$ cat src/sv/ata_tf_pkg.sv
// Shared widths, codes and constants for the ATA taskfile read sequencer.
package ata_tf_pkg;

   localparam int ADDR_W       = 32;
   localparam int SPT_W        = 8;
   localparam int HPC_W        = 5;
   localparam int MODE_W       = 2;
   localparam int KIND_W       = 2;
   localparam int REG_IDX_W    = 3;
   localparam int BYTE_W       = 8;
   localparam int CSR_IDX_W    = 3;
   localparam int CSR_DATA_W   = 32;

   localparam int CHUNK_SECTORS_DEF = 64;

   // result kinds
   localparam logic [KIND_W-1:0] KIND_REG_WRITE = 2'd0;
   localparam logic [KIND_W-1:0] KIND_DONE      = 2'd1;
   localparam logic [KIND_W-1:0] KIND_PAST_END  = 2'd2;
   localparam logic [KIND_W-1:0] KIND_FAILED    = 2'd3;

   // taskfile register offsets
   localparam logic [REG_IDX_W-1:0] TF_COUNT  = 3'd2;
   localparam logic [REG_IDX_W-1:0] TF_SECTOR = 3'd3;
   localparam logic [REG_IDX_W-1:0] TF_CYL_LO = 3'd4;
   localparam logic [REG_IDX_W-1:0] TF_CYL_HI = 3'd5;
   localparam logic [REG_IDX_W-1:0] TF_HEAD   = 3'd6;
   localparam logic [REG_IDX_W-1:0] TF_CMD    = 3'd7;

   // command and head register bytes
   localparam logic [BYTE_W-1:0] CMD_READ     = 8'h20;
   localparam logic [BYTE_W-1:0] CMD_READ_EXT = 8'h24;
   localparam logic [BYTE_W-1:0] HEAD_LBA     = 8'h40;
   localparam logic [BYTE_W-1:0] HEAD_FIXED   = 8'hA0;
   localparam logic [BYTE_W-1:0] HEAD_DEV     = 8'h10;

   // address modes (anything else runs as LBA48)
   localparam logic [MODE_W-1:0] MODE_CHS   = 2'd0;
   localparam logic [MODE_W-1:0] MODE_LBA28 = 2'd1;

   // configuration register indexes
   localparam logic [CSR_IDX_W-1:0] CSR_ADDRESS_MODE = 3'd0;
   localparam logic [CSR_IDX_W-1:0] CSR_SPT          = 3'd1;
   localparam logic [CSR_IDX_W-1:0] CSR_HPC          = 3'd2;
   localparam logic [CSR_IDX_W-1:0] CSR_DEVICE_SIZE  = 3'd3;
   localparam logic [CSR_IDX_W-1:0] CSR_SLAVE_SELECT = 3'd4;

   localparam logic [SPT_W-1:0] SPT_RESET = 8'd63;
   localparam logic [HPC_W-1:0] HPC_RESET = 5'd16;

endpackage

$ cat src/sv/ata_tf_divider.sv
// Bit-serial restoring divider: one quotient bit per cycle.
module ata_tf_divider #(
   parameter int DIVIDEND_W = ata_tf_pkg::ADDR_W,
   parameter int DIVISOR_W  = ata_tf_pkg::SPT_W
) (
   input  logic                  clock,
   input  logic                  reset,
   input  logic                  start,
   input  logic [DIVIDEND_W-1:0] dividend,
   input  logic [DIVISOR_W-1:0]  divisor,
   output logic                  done,
   output logic [DIVIDEND_W-1:0] quotient,
   output logic [DIVISOR_W-1:0]  remainder
);

   localparam int CNT_W = $clog2(DIVIDEND_W + 1);

   logic [CNT_W-1:0]      cnt_ff;
   logic                  done_ff;
   logic [DIVIDEND_W-1:0] quo_ff;
   logic [DIVISOR_W-1:0]  rem_ff;
   logic [DIVISOR_W-1:0]  dvsr_ff;

   logic [DIVISOR_W:0] trial;
   logic [DIVISOR_W:0] diff;
   logic               ge;

   assign trial = {rem_ff, quo_ff[DIVIDEND_W-1]};
   assign diff  = trial - {1'b0, dvsr_ff};
   assign ge    = (trial >= {1'b0, dvsr_ff});

   always_ff @(posedge clock) begin
      if (reset) begin
         cnt_ff  <= '0;
         done_ff <= 1'b0;
      end else if (start) begin
         cnt_ff  <= CNT_W'(DIVIDEND_W);
         done_ff <= 1'b0;
      end else if (cnt_ff != '0) begin
         cnt_ff  <= cnt_ff - CNT_W'(1);
         done_ff <= (cnt_ff == CNT_W'(1));
      end else begin
         done_ff <= 1'b0;
      end
   end

   always_ff @(posedge clock) begin
      if (start) begin
         quo_ff  <= dividend;
         rem_ff  <= '0;
         dvsr_ff <= divisor;
      end else if (cnt_ff != '0) begin
         // remainder stays below the divisor, so the low bits hold it
         rem_ff <= ge ? diff[DIVISOR_W-1:0] : trial[DIVISOR_W-1:0];
         quo_ff <= {quo_ff[DIVIDEND_W-2:0], ge};
      end
   end

   assign done      = done_ff;
   assign quotient  = quo_ff;
   assign remainder = rem_ff;

endmodule

$ cat src/sv/ata_taskfile_read_sequencer_unit.sv
// ATA taskfile read sequencer: splits read requests into taskfile write items.
//
// Input channel (req_*): one item either starts a read request (req_type 0,
// with start sector and count) or reports the previous chunk finished
// (req_type 1, with req_chunk_ok). One item is worked on at a time; req_ready
// is high only while the sequencer waits for the next item.
// Result channel (rsp_*): each input item answers with up to nine items, the
// final one marked by rsp_last; a chunk-done while idle answers nothing.
// LBA28/LBA48 chunks pass from accept through the decode state to the emit
// state, then give one result per cycle while results are taken; a start in
// range with a nonzero count answers with the taskfile writes of the first
// chunk. CHS chunks first run two passes of the shared bit-serial divider
// (address / sectors per track, then track / heads) before the first write.
// The result register lets the last result wait while the next input item is
// already accepted. When rsp_ready is low the sequencer holds its current
// result and emits no further result until it is taken.
// Reset: configuration returns to CHS, 63 sectors per track, 16 heads, device
// size 0, master drive; no request is active and no result is pending.
// The user must write configuration (csr_*) only while the block is idle; the block itself does not enforce it.
module ata_taskfile_read_sequencer_unit #(
   parameter int CHUNK_SECTORS = ata_tf_pkg::CHUNK_SECTORS_DEF
) (
   input  logic                                  clock,
   input  logic                                  reset,
   input  logic                                  req_valid,
   output logic                                  req_ready,
   input  logic                                  req_type,
   input  logic [ata_tf_pkg::ADDR_W-1:0]         req_start_sector,
   input  logic [ata_tf_pkg::ADDR_W-1:0]         req_sector_count,
   input  logic                                  req_chunk_ok,
   output logic                                  rsp_valid,
   input  logic                                  rsp_ready,
   output logic [ata_tf_pkg::KIND_W-1:0]         rsp_kind,
   output logic [ata_tf_pkg::REG_IDX_W-1:0]      rsp_reg_index,
   output logic [ata_tf_pkg::BYTE_W-1:0]         rsp_reg_value,
   output logic                                  rsp_last,
   input  logic                                  csr_we,
   input  logic [ata_tf_pkg::CSR_IDX_W-1:0]      csr_index,
   input  logic [ata_tf_pkg::CSR_DATA_W-1:0]     csr_wdata
);

   localparam int AW = ata_tf_pkg::ADDR_W;
   localparam int BW = ata_tf_pkg::BYTE_W;

   typedef enum logic [2:0] {
      ST_IDLE,
      ST_DECODE,
      ST_TRACK_GO,
      ST_TRACK_WAIT,
      ST_CYL_GO,
      ST_CYL_WAIT,
      ST_EMIT
   } state_type;

   // configuration
   logic [ata_tf_pkg::MODE_W-1:0] mode_ff;
   logic [ata_tf_pkg::SPT_W-1:0]  spt_ff;
   logic [ata_tf_pkg::HPC_W-1:0]  hpc_ff;
   logic [AW-1:0]                 size_ff;
   logic                          slave_ff;

   // sequencer
   state_type                     state_ff;
   logic                          type_ff;
   logic [AW-1:0]                 start_ff;
   logic [AW-1:0]                 count_ff;
   logic                          ok_ff;
   logic [AW-1:0]                 cur_ff;
   logic [AW-1:0]                 left_ff;
   logic                          active_ff;
   logic [3:0]                    step_ff;
   logic [ata_tf_pkg::KIND_W-1:0] single_ff;
   logic [BW-1:0]                 sector_ff;
   logic [3:0]                    head_ff;
   logic [15:0]                   cyl_ff;

   logic                                rsp_valid_ff;
   logic [ata_tf_pkg::KIND_W-1:0]       rsp_kind_ff;
   logic [ata_tf_pkg::REG_IDX_W-1:0]    rsp_idx_ff;
   logic [BW-1:0]                       rsp_val_ff;
   logic                                rsp_last_ff;

   // shared divider
   logic                         div_start;
   logic [AW-1:0]                div_dividend;
   logic [ata_tf_pkg::SPT_W-1:0] div_divisor;
   logic                         div_done;
   logic [AW-1:0]                div_quo;
   logic [ata_tf_pkg::SPT_W-1:0] div_rem;

   logic [ata_tf_pkg::SPT_W-1:0] spt_eff;
   logic [ata_tf_pkg::HPC_W-1:0] hpc_eff;
   logic                         past_end;
   logic [BW-1:0]                nsect;
   logic [AW-1:0]                left_next;
   logic [BW-1:0]                dev;

   logic [ata_tf_pkg::KIND_W-1:0]    out_kind;
   logic [ata_tf_pkg::REG_IDX_W-1:0] out_idx;
   logic [BW-1:0]                    out_val;
   logic                             out_last;
   logic                             out_take;

   assign spt_eff = (spt_ff == '0) ? ata_tf_pkg::SPT_W'(1) : spt_ff;
   assign hpc_eff = (hpc_ff == '0) ? ata_tf_pkg::HPC_W'(1) : hpc_ff;
   assign past_end = ({1'b0, start_ff} + {1'b0, count_ff}) > {1'b0, size_ff};
   assign nsect = (left_ff > AW'(CHUNK_SECTORS)) ? BW'(CHUNK_SECTORS) : left_ff[BW-1:0];
   assign left_next = left_ff - {{(AW-BW){1'b0}}, nsect};
   assign dev = slave_ff ? ata_tf_pkg::HEAD_DEV : '0;

   assign div_start    = (state_ff == ST_TRACK_GO) || (state_ff == ST_CYL_GO);
   assign div_dividend = (state_ff == ST_CYL_GO) ? div_quo : cur_ff;
   assign div_divisor  = (state_ff == ST_CYL_GO)
                         ? ata_tf_pkg::SPT_W'(hpc_eff) : spt_eff;

   ata_tf_divider #(
      .DIVIDEND_W (AW),
      .DIVISOR_W  (ata_tf_pkg::SPT_W)
   ) u_div (
      .clock     (clock),
      .reset     (reset),
      .start     (div_start),
      .dividend  (div_dividend),
      .divisor   (div_divisor),
      .done      (div_done),
      .quotient  (div_quo),
      .remainder (div_rem)
   );

   always_ff @(posedge clock) begin
      if (reset) begin
         mode_ff  <= ata_tf_pkg::MODE_CHS;
         spt_ff   <= ata_tf_pkg::SPT_RESET;
         hpc_ff   <= ata_tf_pkg::HPC_RESET;
         size_ff  <= '0;
         slave_ff <= 1'b0;
      end else if (csr_we) begin
         case (csr_index)
            ata_tf_pkg::CSR_ADDRESS_MODE: mode_ff <= csr_wdata[ata_tf_pkg::MODE_W-1:0];
            ata_tf_pkg::CSR_SPT:          spt_ff  <= csr_wdata[ata_tf_pkg::SPT_W-1:0];
            ata_tf_pkg::CSR_HPC:          hpc_ff  <= csr_wdata[ata_tf_pkg::HPC_W-1:0];
            ata_tf_pkg::CSR_DEVICE_SIZE:  size_ff <= csr_wdata[AW-1:0];
            ata_tf_pkg::CSR_SLAVE_SELECT: slave_ff <= csr_wdata[0];
            default: ;
         endcase
      end
   end

   // next result item from mode and step
   always_comb begin
      out_kind = single_ff;
      out_idx  = '0;
      out_val  = '0;
      out_last = 1'b1;
      if (single_ff == ata_tf_pkg::KIND_REG_WRITE) begin
         out_last = 1'b0;
         if (mode_ff == ata_tf_pkg::MODE_CHS) begin
            case (step_ff)
               4'd0: begin out_idx = ata_tf_pkg::TF_SECTOR; out_val = sector_ff; end
               4'd1: begin
                  out_idx = ata_tf_pkg::TF_HEAD;
                  out_val = ata_tf_pkg::HEAD_FIXED | dev | {4'b0, head_ff};
               end
               4'd2: begin out_idx = ata_tf_pkg::TF_CYL_HI; out_val = cyl_ff[15:8]; end
               4'd3: begin out_idx = ata_tf_pkg::TF_CYL_LO; out_val = cyl_ff[7:0]; end
               4'd4: begin out_idx = ata_tf_pkg::TF_COUNT; out_val = nsect; end
               default: begin
                  out_idx  = ata_tf_pkg::TF_CMD;
                  out_val  = ata_tf_pkg::CMD_READ;
                  out_last = 1'b1;
               end
            endcase
         end else if (mode_ff == ata_tf_pkg::MODE_LBA28) begin
            case (step_ff)
               4'd0: begin
                  out_idx = ata_tf_pkg::TF_HEAD;
                  out_val = ata_tf_pkg::HEAD_FIXED | ata_tf_pkg::HEAD_LBA | dev
                            | {4'b0, cur_ff[27:24]};
               end
               4'd1: begin out_idx = ata_tf_pkg::TF_CYL_HI; out_val = cur_ff[23:16]; end
               4'd2: begin out_idx = ata_tf_pkg::TF_CYL_LO; out_val = cur_ff[15:8]; end
               4'd3: begin out_idx = ata_tf_pkg::TF_SECTOR; out_val = cur_ff[7:0]; end
               4'd4: begin out_idx = ata_tf_pkg::TF_COUNT; out_val = nsect; end
               default: begin
                  out_idx  = ata_tf_pkg::TF_CMD;
                  out_val  = ata_tf_pkg::CMD_READ;
                  out_last = 1'b1;
               end
            endcase
         end else begin
            case (step_ff)
               4'd0: out_idx = ata_tf_pkg::TF_CYL_HI;
               4'd1: out_idx = ata_tf_pkg::TF_CYL_LO;
               4'd2: begin out_idx = ata_tf_pkg::TF_SECTOR; out_val = cur_ff[31:24]; end
               4'd3: out_idx = ata_tf_pkg::TF_COUNT;
               4'd4: begin out_idx = ata_tf_pkg::TF_CYL_HI; out_val = cur_ff[23:16]; end
               4'd5: begin out_idx = ata_tf_pkg::TF_CYL_LO; out_val = cur_ff[15:8]; end
               4'd6: begin out_idx = ata_tf_pkg::TF_SECTOR; out_val = cur_ff[7:0]; end
               4'd7: begin out_idx = ata_tf_pkg::TF_COUNT; out_val = nsect; end
               default: begin
                  out_idx  = ata_tf_pkg::TF_CMD;
                  out_val  = ata_tf_pkg::CMD_READ_EXT;
                  out_last = 1'b1;
               end
            endcase
         end
      end
   end

   assign out_take = !rsp_valid_ff || rsp_ready;

   always_ff @(posedge clock) begin
      if (reset) begin
         state_ff     <= ST_IDLE;
         active_ff    <= 1'b0;
         cur_ff       <= '0;
         left_ff      <= '0;
         step_ff      <= '0;
         single_ff    <= ata_tf_pkg::KIND_REG_WRITE;
         rsp_valid_ff <= 1'b0;
      end else begin
         // drop a taken result unless a new one is loaded now
         if (rsp_ready && state_ff != ST_EMIT) begin
            rsp_valid_ff <= 1'b0;
         end
         case (state_ff)
            ST_IDLE: begin
               if (req_valid) begin
                  state_ff <= ST_DECODE;
               end
            end
            ST_DECODE: begin
               step_ff <= '0;
               if (!type_ff) begin
                  if (past_end) begin
                     active_ff <= 1'b0;
                     single_ff <= ata_tf_pkg::KIND_PAST_END;
                     state_ff  <= ST_EMIT;
                  end else if (count_ff == '0) begin
                     active_ff <= 1'b0;
                     single_ff <= ata_tf_pkg::KIND_DONE;
                     state_ff  <= ST_EMIT;
                  end else begin
                     cur_ff    <= start_ff;
                     left_ff   <= count_ff;
                     active_ff <= 1'b1;
                     single_ff <= ata_tf_pkg::KIND_REG_WRITE;
                     state_ff  <= (mode_ff == ata_tf_pkg::MODE_CHS) ? ST_TRACK_GO : ST_EMIT;
                  end
               end else if (!active_ff) begin
                  // chunk done with nothing running: drop it
                  state_ff <= ST_IDLE;
               end else if (!ok_ff) begin
                  active_ff <= 1'b0;
                  single_ff <= ata_tf_pkg::KIND_FAILED;
                  state_ff  <= ST_EMIT;
               end else begin
                  left_ff <= left_next;
                  cur_ff  <= cur_ff + AW'(CHUNK_SECTORS);
                  if (left_next == '0) begin
                     active_ff <= 1'b0;
                     single_ff <= ata_tf_pkg::KIND_DONE;
                     state_ff  <= ST_EMIT;
                  end else begin
                     single_ff <= ata_tf_pkg::KIND_REG_WRITE;
                     state_ff  <= (mode_ff == ata_tf_pkg::MODE_CHS) ? ST_TRACK_GO : ST_EMIT;
                  end
               end
            end
            ST_TRACK_GO: state_ff <= ST_TRACK_WAIT;
            ST_TRACK_WAIT: begin
               if (div_done) begin
                  state_ff <= ST_CYL_GO;
               end
            end
            ST_CYL_GO: state_ff <= ST_CYL_WAIT;
            ST_CYL_WAIT: begin
               if (div_done) begin
                  state_ff <= ST_EMIT;
               end
            end
            ST_EMIT: begin
               if (out_take) begin
                  rsp_valid_ff <= 1'b1;
                  step_ff      <= step_ff + 4'd1;
                  if (out_last) begin
                     state_ff <= ST_IDLE;
                  end
               end
            end
            default: state_ff <= ST_IDLE;
         endcase
      end
   end

   // payload registers
   always_ff @(posedge clock) begin
      if (state_ff == ST_IDLE && req_valid) begin
         type_ff  <= req_type;
         start_ff <= req_start_sector;
         count_ff <= req_sector_count;
         ok_ff    <= req_chunk_ok;
      end
      if (state_ff == ST_TRACK_WAIT && div_done) begin
         sector_ff <= div_rem + BW'(1);
      end
      if (state_ff == ST_CYL_WAIT && div_done) begin
         head_ff <= div_rem[3:0];
         cyl_ff  <= div_quo[15:0];
      end
      if (state_ff == ST_EMIT && out_take) begin
         rsp_kind_ff <= out_kind;
         rsp_idx_ff  <= out_idx;
         rsp_val_ff  <= out_val;
         rsp_last_ff <= out_last;
      end
   end

   assign req_ready     = (state_ff == ST_IDLE);
   assign rsp_valid     = rsp_valid_ff;
   assign rsp_kind      = rsp_kind_ff;
   assign rsp_reg_index = rsp_idx_ff;
   assign rsp_reg_value = rsp_val_ff;
   assign rsp_last      = rsp_last_ff;

endmodule

$ cat config.mk
export PLATFORM = sky130hd
export DESIGN_NAME = ata_taskfile_read_sequencer_unit
export DESIGN_NICKNAME = d
export VERILOG_FILES = /design/src/sv/ata_tf_pkg.sv /design/src/sv/ata_tf_divider.sv /design/src/sv/ata_taskfile_read_sequencer_unit.sv
export SDC_FILE = /design/constraint.sdc
export NUM_CORES = 1
export LEC_CHECK = 0
export ABC_AREA = 1
export BUFFER_PORTS_ARGS = -buffer_cell sky130_fd_sc_hd__buf_2
export CELL_PAD_IN_SITES_DETAIL_PLACEMENT = 2
export CELL_PAD_IN_SITES_GLOBAL_PLACEMENT = 2
export CORE_AREA = 4 4 182 255
export DETAILED_ROUTE_END_ITERATION = 6
export DIE_AREA = 0 0 186 259
export PLACE_DENSITY = 0.77
export SKIP_CTS_REPAIR_TIMING = 1
export SLEW_MARGIN = 15
export SYNTH_ARGS = -nofsm -noshare
export SYNTH_HDL_FRONTEND = slang
export SYNTH_SLANG_ARGS = --single-unit
export TNS_END_PERCENT = 100
$ cat constraint.sdc
create_clock -name clock -period 5.5 [get_ports clock]
set_clock_uncertainty 0.15 [all_clocks]
set_input_delay 0.55 -clock clock [delete_from_list [all_inputs] [get_ports clock]]
set_output_delay 0.55 -clock clock [all_outputs]
set_load 0.02 [all_outputs]
==> key figures, run 1 <==
Floorplan
  • Die height: 259 microns
  • Die width: approximately 190 microns
  • Initial Utilization: 36.7%
  • Core Footprint: ~44000 sq um
  • Io pins: approximately 120
  • Die area: slightly below 50000 sq um
  • Row count: 91

Detailed routing
  • DRC viols: 0
  • Antenna Nets Post-Route: 0
  • Via density per instance: around 5.6
  • Vias: between 15k and 20k
  • Initial DRC Count: 765
  • Drt pass-1 iters: 5
  • Drt total wl: ~67000 microns
  • Routed length per instance: about 24 microns

Critical path
  • Kind of start point of the critical path: flop
  • Buf/Inv on CP: 1
  • CP required: between 5000 and 6000 ps
  • Crit path DAT: 5340 ps
  • Worst path max stage delay: between 400 and 500 ps
  • Cells along the critical path: ha_1 > a21oi_1 > a21oi_1 > a211oi_1 > o21ai_1 > a31oi_1 > o21ai_0 > a21boi_1 > xnor2_1 > ha_1 > nand2_1 > nor2_1 > nand4_1 > nor4_2 > nand4_1 > nand3_1 > nand3_2 > nand3_4 > buf_6 > o21ai_0 > a21oi_1
  • CP delay by family, top: compound AO/OA/AOI/OAI gates
  • Critical Path Fanout Max: 43
  • Most numerous cell on the critical path: a21oi_1
  • Worst setup path class: flop to flop
  • Critical Path Slowest Stage Cell: edfxtp_1
  • Kind of end point of the critical path: flop

Synthesis
  • Cell accounting for the most synthesized area: edfxtp_1
  • Seq/Total Area, Yosys: between 40% and 50%
  • Syn Area/Cell: about 8.1 sq um
  • Synthesized Nets: about 2.2k
  • Synth Instances: approximately 2k
  • Netlist cell types: 64
  • Synth top area share: between 20 and 30%
  • Yosys warns: 0
  • Synth Cell Area: roughly 16000 sq um
  • EDFF count, synth: 148
  • Asr flop ratio synth: 0%
  • Largest cells by area after synthesis: edfxtp_1, dfxtp_1, nand2_1, o21ai_0, ha_1
  • Post-synthesis register bit count: around 290
  • Top FF cell, synth: edfxtp_1

Timing
  • Tcrit/Tclk final: 90.7%
  • Final Critical Period: between 4000 and 5000 ps
  • Least-Margin Pin Slew: 1080 ps
  • Final setup viols: 0
  • Setup WS post-layout: 509 ps
  • Achievable Freq: about 0.20 GHz
  • Rel. slew slack: around 28%
  • Hold Vio Cnt, Final: 0
  • Max Slew Vio Count: 0

Place
  • Placed Instances: roughly 2.6k
  • Placer Congestion: approximately 0.89
  • # port buffers: 121
  • Area after DPL: around 17000 sq um
  • HPWL after DPL: approximately 50000 microns
  • Dpl ws: approximately 170 ps

GRT
  • Vias in the first global route: between 15k and 20k
  • Initial antenna violation count: 0
  • First-pass GRT wire length: 96700 microns
  • Grt ovf: 0
  • Largest net degree at the start of global routing: 71
  • Total Routing Usage GR: around 26%

Clock network
  • TritonCTS buffer count: 31
  • Clock Latency Late Sink: roughly 590 ps
  • Root Driver: clkbuf_16
  • CTS tree: yes
  • Depth of the CTS H-tree: 1
  • Max Root-Sink Buffers: 3
  • Clock sink total: between 200 and 300
  • Worst-path clk slew: around 70 ps

Layout
  • Final Non-Filler Cells: around 2.7k
  • Design Area, Final: around 19000 sq um
  • Area Growth Syn to Fin: 16.3%
  • Antenna cells: 0
  • Share of layout cells above drive strength 1: around a tenth
  • Final layout net count: approximately 2.3k

Outcome
  • Status: finished, final reports clean

Flow run
  • MaxCap Viol Count: 0

Hold path
  • Hold Path Class: input pin to flop

Power and ir drop
  • Power Density: about 640 nW/um^2
  • Worst IR Drop VDD: around 300 uV
  • P_leak: roughly 7.7 nW
## report_power, final
group | total [mW] | switching (mW) | internal, mW
registers | 3.42 | 0.476 | 2.94
clock network | 2.11 | 0.934 | 1.18
logic | 6.46 | 4.48 | 1.98
total | 12.0 | 5.89 | 6.10
## final timing paths
| kind | start | depth (start not counted) | endpoint | slack, ps |
|---|---|---|---|---|
| max | count_ff[2]$_DFFE_PP_ | 21 | left_ff[29]$_SDFFE_PP0P_ | 510 |
| min reg2reg | u_div.quotient[12]$_DFFE_PP_ | 0 | cyl_ff[12]$_DFFE_PP_ | 310 |
| min | req_sector_count[15] | 1 | count_ff[15]$_DFFE_PP_ | 10 |
| max reg2reg | count_ff[2]$_DFFE_PP_ | 21 | left_ff[29]$_SDFFE_PP0P_ | 510 |
## placed cells by master (no fill, tap or decap), types with 37 or more instances in the layout
master and count:
nor3_1 37, inv_1 227, ha_1 81, nand3_1 98, dfxtp_1 138, dlygate4sd3_1 45
xor2_1 55, a21oi_1 195, buf_2 121, o21ai_0 202, nand2_1 358, edfxtp_1 148
nor2_1 167
## through the flow
step	utilization [%]	TNS (ps)	power [mW]	hold WS, ps
2_1_floorplan	-	0	7.57	277
3_3_place_gp	39.4	0	9.39	285
3_5_place_dp	39.4	0	9.76	290
4_1_cts	41.6	0	11.9	-43.8
5_1_grt	42.7	-2.70	12.9	-2.45
6_report	42.7	0	12.0	13.1
## registers in the layout (all words and copies together), names as in the netlist, 4 cells and up
register,flops
head_ff,4
count_ff,32
left_ff,32
cyl_ff,16
u_div.remainder,8
start_ff,32
u_div.dvsr_ff,8
spt_ff,8
hpc_ff,5
rsp_reg_value,8
u_div.quotient,32
cur_ff,32
u_div.cnt_ff,6
sector_ff,8
size_ff,32
step_ff,4
## routing by layer
metal  vias to the layer above  wire length (microns)  part of all wire [%]  track usage (%)
met1                      7602                  24500                    37             27.8
met2                       335                  36400                    55             50.2
met3                       164                   2220                   3.3             3.35
met5                         -                      0                     0                0
met4                         0                   3480                   5.2             10.8
li1                       7167                      -                     -                -
## cell type report
class,count,area [sq um]
Fill cell,5019,25200
Multi-Input combinational cell,1412,7810
Timing Repair Buffer,181,1170
Tap cell,558,698
Clock buffer,48,870
Inverter,236,886
Sequential cell,286,7210
Clock inverter,10,110
## kinds of logic after synthesis
logic type | Yosys count | share of synthesized area, %
compound gates | 501 | 17.2
xor+xnor | 66 | 3.58
fa+ha+maj | 83 | 6.53
buf+inv | 299 | 7.06
flops | 286 | 44.7
mux | 5 | 0.334
other cells | 1 | 0.0233
simple gates | 756 | 20.6
## cell usage after synthesis (6+ instances only)
| master | n |
|---|---|
| a211oi_1 | 10 |
| a21oi_1 | 195 |
| a221oi_1 | 15 |
| buf_1 | 7 |
| clkbuf_1 | 50 |
| dfxtp_1 | 138 |
| edfxtp_1 | 148 |
| ha_1 | 81 |
| inv_1 | 228 |
| nand2_1 | 358 |
| nand2_2 | 8 |
| nand3_1 | 99 |
| nand4_1 | 34 |
| nor2_1 | 168 |
| nor2_2 | 7 |
| nor3_1 | 37 |
| nor3_2 | 6 |
| nor4_1 | 22 |
| o21ai_0 | 203 |
| o21ai_1 | 11 |
| o22ai_1 | 15 |
| xnor2_1 | 11 |
| xor2_1 | 55 |
## worst reg2reg max path: stages, from the launching register on
cell      delay (ps)
edfxtp_1         420
ha_1             360
a21oi_1          230
a21oi_1          100
a211oi_1         330
o21ai_1          210
a31oi_1          250
o21ai_0          210
a21boi_1         260
xnor2_1          150
ha_1             330
nand2_1           50
nor2_1           150
nand4_1          160
nor4_2           240
nand4_1          140
nand3_1          180
nand3_2          160
nand3_4          160
buf_6            310
o21ai_0          140
a21oi_1          220
(Power assumes the default switching activity.)
==> run 2: changes to the inputs <==
- CORE_AREA: 4 4 182 255 -> 2 2 180 253
- DIE_AREA: 0 0 186 259 -> 0 0 182 255
- MAX_ROUTING_LAYER: not set -> met4
==> run 2 against run 1 <==
The run now ends with negative hold slack left. Sequential power is essentially flat. Cell area grew 0.38%. Die area fell by 3.7%.
==> key figures, run 2 (synthesized netlist as in run 1, its figures left out) <==
Timing
  • Achievable Freq: 0.198 GHz (was 0.200 GHz)
  • Rel. slew slack: 27.5% (was 27.6%)
  • Max Slew Vio Count: 0 (unchanged)
  • RSZ-0062 raised after global routing: false
  • Hold Vio Cnt, Final: 1 (was 0)
  • Least-Margin Pin Slew: 1090 ps (was 1080 ps)
  • TNS Setup: 0 ps (unchanged)
  • Final Critical Period: 5060 ps (was 4990 ps)
  • Fin Hold WS: -2.05 ps (was 13.1 ps)
  • Tcrit/Tclk final: 92.0% (was 90.7%)
  • Final setup viols: 0 (unchanged)
  • Setup WS post-layout: 442 ps (was 509 ps)

Power and ir drop
  • Power Density: 634 nW/um^2 (was 640 nW/um^2)
  • Worst IR Drop VDD: 261 uV (was 303 uV)
  • P_leak: 7.77 nW (was 7.74 nW)

Layout
  • Most frequent cells in the layout: nand2_1, inv_1, o21ai_0, a21oi_1, nor2_1 (unchanged)
  • Sequential Area: 7210 sq um (unchanged)
  • Final layout net count: 2342 (was 2337)
  • Core Util, Final: 42.4% (was 42.7%)
  • Share of layout cells above drive strength 1: 11.1% (was 10.7%)
  • Area Growth Syn to Fin: 16.7% (was 16.3%)
  • Multi-input logic area: 7820 sq um (was 7810 sq um)
  • Most common cell after layout, fill and taps aside: nand2_1 (unchanged)
  • # fillers: 5073 (was 5019)

Critical path
  • R2R depth: 25 (was 21)
  • Crit path launch: count_ff[0]$_DFFE_PP_ (was count_ff[2]$_DFFE_PP_)
  • R2R setup slack: 440 ps (was 510 ps)
  • Worst setup path class: flop to flop (unchanged)
  • Crit path DAT: 5430 ps (was 5340 ps)
  • RR Endpoint: left_ff[30]$_SDFFE_PP0P_ (was left_ff[29]$_SDFFE_PP0P_)
  • CP required: 5870 ps (was 5850 ps)
  • CP endpoint: left_ff[30]$_SDFFE_PP0P_ (was left_ff[29]$_SDFFE_PP0P_)
  • Critical Path Fanout Max: 43 (unchanged)
  • Kind of end point of the critical path: flop (unchanged)
  • Kind of start point of the critical path: flop (unchanged)
  • Worst R2R Start: count_ff[0]$_DFFE_PP_ (was count_ff[2]$_DFFE_PP_)

Detailed routing
  • Routed length per instance: 23.9 microns (was 24.4 microns)
  • Initial DRC Count: 634 (was 765)
  • Antenna Nets Post-Route: 0 (unchanged)
  • DRC viols: 0 (unchanged)
  • Via density per instance: 5.55 (was 5.59)
  • Drt pass-1 iters: 5 (unchanged)
  • Vias: 15.2k (was 15.3k)
  • Drt total wl: 65700 microns (was 66600 microns)

Clock network
  • TritonCTS buffer count: 31 (unchanged)
  • Root Driver: clkbuf_16 (unchanged)
  • Clock Latency Late Sink: 610 ps (was 590 ps)
  • CTS tree: yes (unchanged)
  • Clock sink total: 286 (unchanged)
  • Worst-path clk slew: 70 ps (about the same)
  • Depth of the CTS H-tree: 1 (unchanged)
  • Max Root-Sink Buffers: 3 (unchanged)

Place
  • HPWL after DPL: 49600 microns (was 50000 microns)
  • # port buffers: 121 (unchanged)
  • Placer Congestion: 0.958 (was 0.892)
  • Dpl ws: 266 ps (was 171 ps)

Floorplan
  • Die width: 182 microns (was 186 microns)
  • Initial Utilization: 36.3% (was 36.7%)
  • Die height: 255 microns (was 259 microns)
  • Io pins: 122 (unchanged)
  • Die area: 46400 sq um (was 48200 sq um)
  • Row count: 92 (was 91)
  • Core Footprint: 44400 sq um (was 43900 sq um)

Hold path
  • Hold Path Class: input pin to flop (unchanged)

GRT
  • Largest net degree at the start of global routing: 71 (unchanged)
  • Total Routing Usage GR: 27.8% (was 26.0%)
  • First-pass GRT wire length: 96200 microns (was 96700 microns)
  • Grt ovf: 0 (unchanged)
  • Vias in the first global route: 16.5k (was 16.8k)
  • Initial antenna violation count: 1 (was 0)

Outcome
  • Violated checks: negative hold slack
  • Status: finished, violations left (was finished, final reports clean)

Flow run
  • MaxCap Viol Count: 0 (unchanged)
run 2: worst max-delay path, cell delays in order, from the launching register on:
cell and delay (ps):
edfxtp_1 420, ha_1 230, fa_1 420, nand3_1 90, nand2_1 100, nand2_1 80
nand2_1 100, nand2_1 70, nand2_1 90, nand2_1 80, nand2_1 80, a31o_2 230
nand4_1 70, nand3_1 110, a211oi_1 290, xor2_1 110, ha_1 350, nand2_1 130
nor4_1 340, nor2_1 80, nand3_1 110, nand3_2 250, nand3_4 300, buf_12 240
o21ai_0 140, a21oi_1 280
run 2: worst min path at each step:
stage          cells past startpoint                         start                     end  slack (ps)
2_1_floorplan                      0   u_div.quotient[0]$_DFFE_PP_     cyl_ff[0]$_DFFE_PP_         280
3_3_place_gp                       0  u_div.quotient[12]$_DFFE_PP_    cyl_ff[12]$_DFFE_PP_         280
3_5_place_dp                       0   u_div.quotient[9]$_DFFE_PP_     cyl_ff[9]$_DFFE_PP_         290
4_1_cts                            1          req_sector_count[28]  count_ff[28]$_DFFE_PP_         -60
5_1_grt                            1          req_start_sector[14]  start_ff[14]$_DFFE_PP_          -3
6_report                           1          req_start_sector[14]  start_ff[14]$_DFFE_PP_          -2
run 2: cell type report:
class	count	area share (%)
well taps	564	3.75
clock buffers	45	4.61
clock inverters	13	0.552
diodes	1	0.0133
repair buffers	185	6.52
flip-flops and latches	286	38.3
inverters	236	4.71
multi-input cells	1413	41.6
run 2: metrics by stage:
| step | area, sq um | cells | total power, mW |
|---|---|---|---|
| after floorplan | 16100 | 1997 | 7.57 |
| after global placement | 17300 | 2636 | 9.37 |
| after detailed placement | 17300 | 2636 | 9.73 |
| after CTS | 18300 | 2694 | 11.9 |
| after global routing | 18800 | 2743 | 12.8 |
| final | 18800 | 2743 | 11.9 |
run 2: metal layers:
layer / track usage, % / up-vias / part of all wire, %
li1: - / 7188 / -
met1: 28.9 / 7618 / 37
met2: 54.2 / 302 / 56
met3: 2.62 / 128 / 2.9
met4: 10.1 / 0 / 4.2
met5: - / - / 0
run 2: report_power, final:
group	switching (mW)	total, mW	internal (mW)	leakage, nW
Sequential	0.469	3.41	2.94	2.52
Clock	0.956	2.10	1.14	0.467
Combinational	4.43	6.42	1.99	4.78
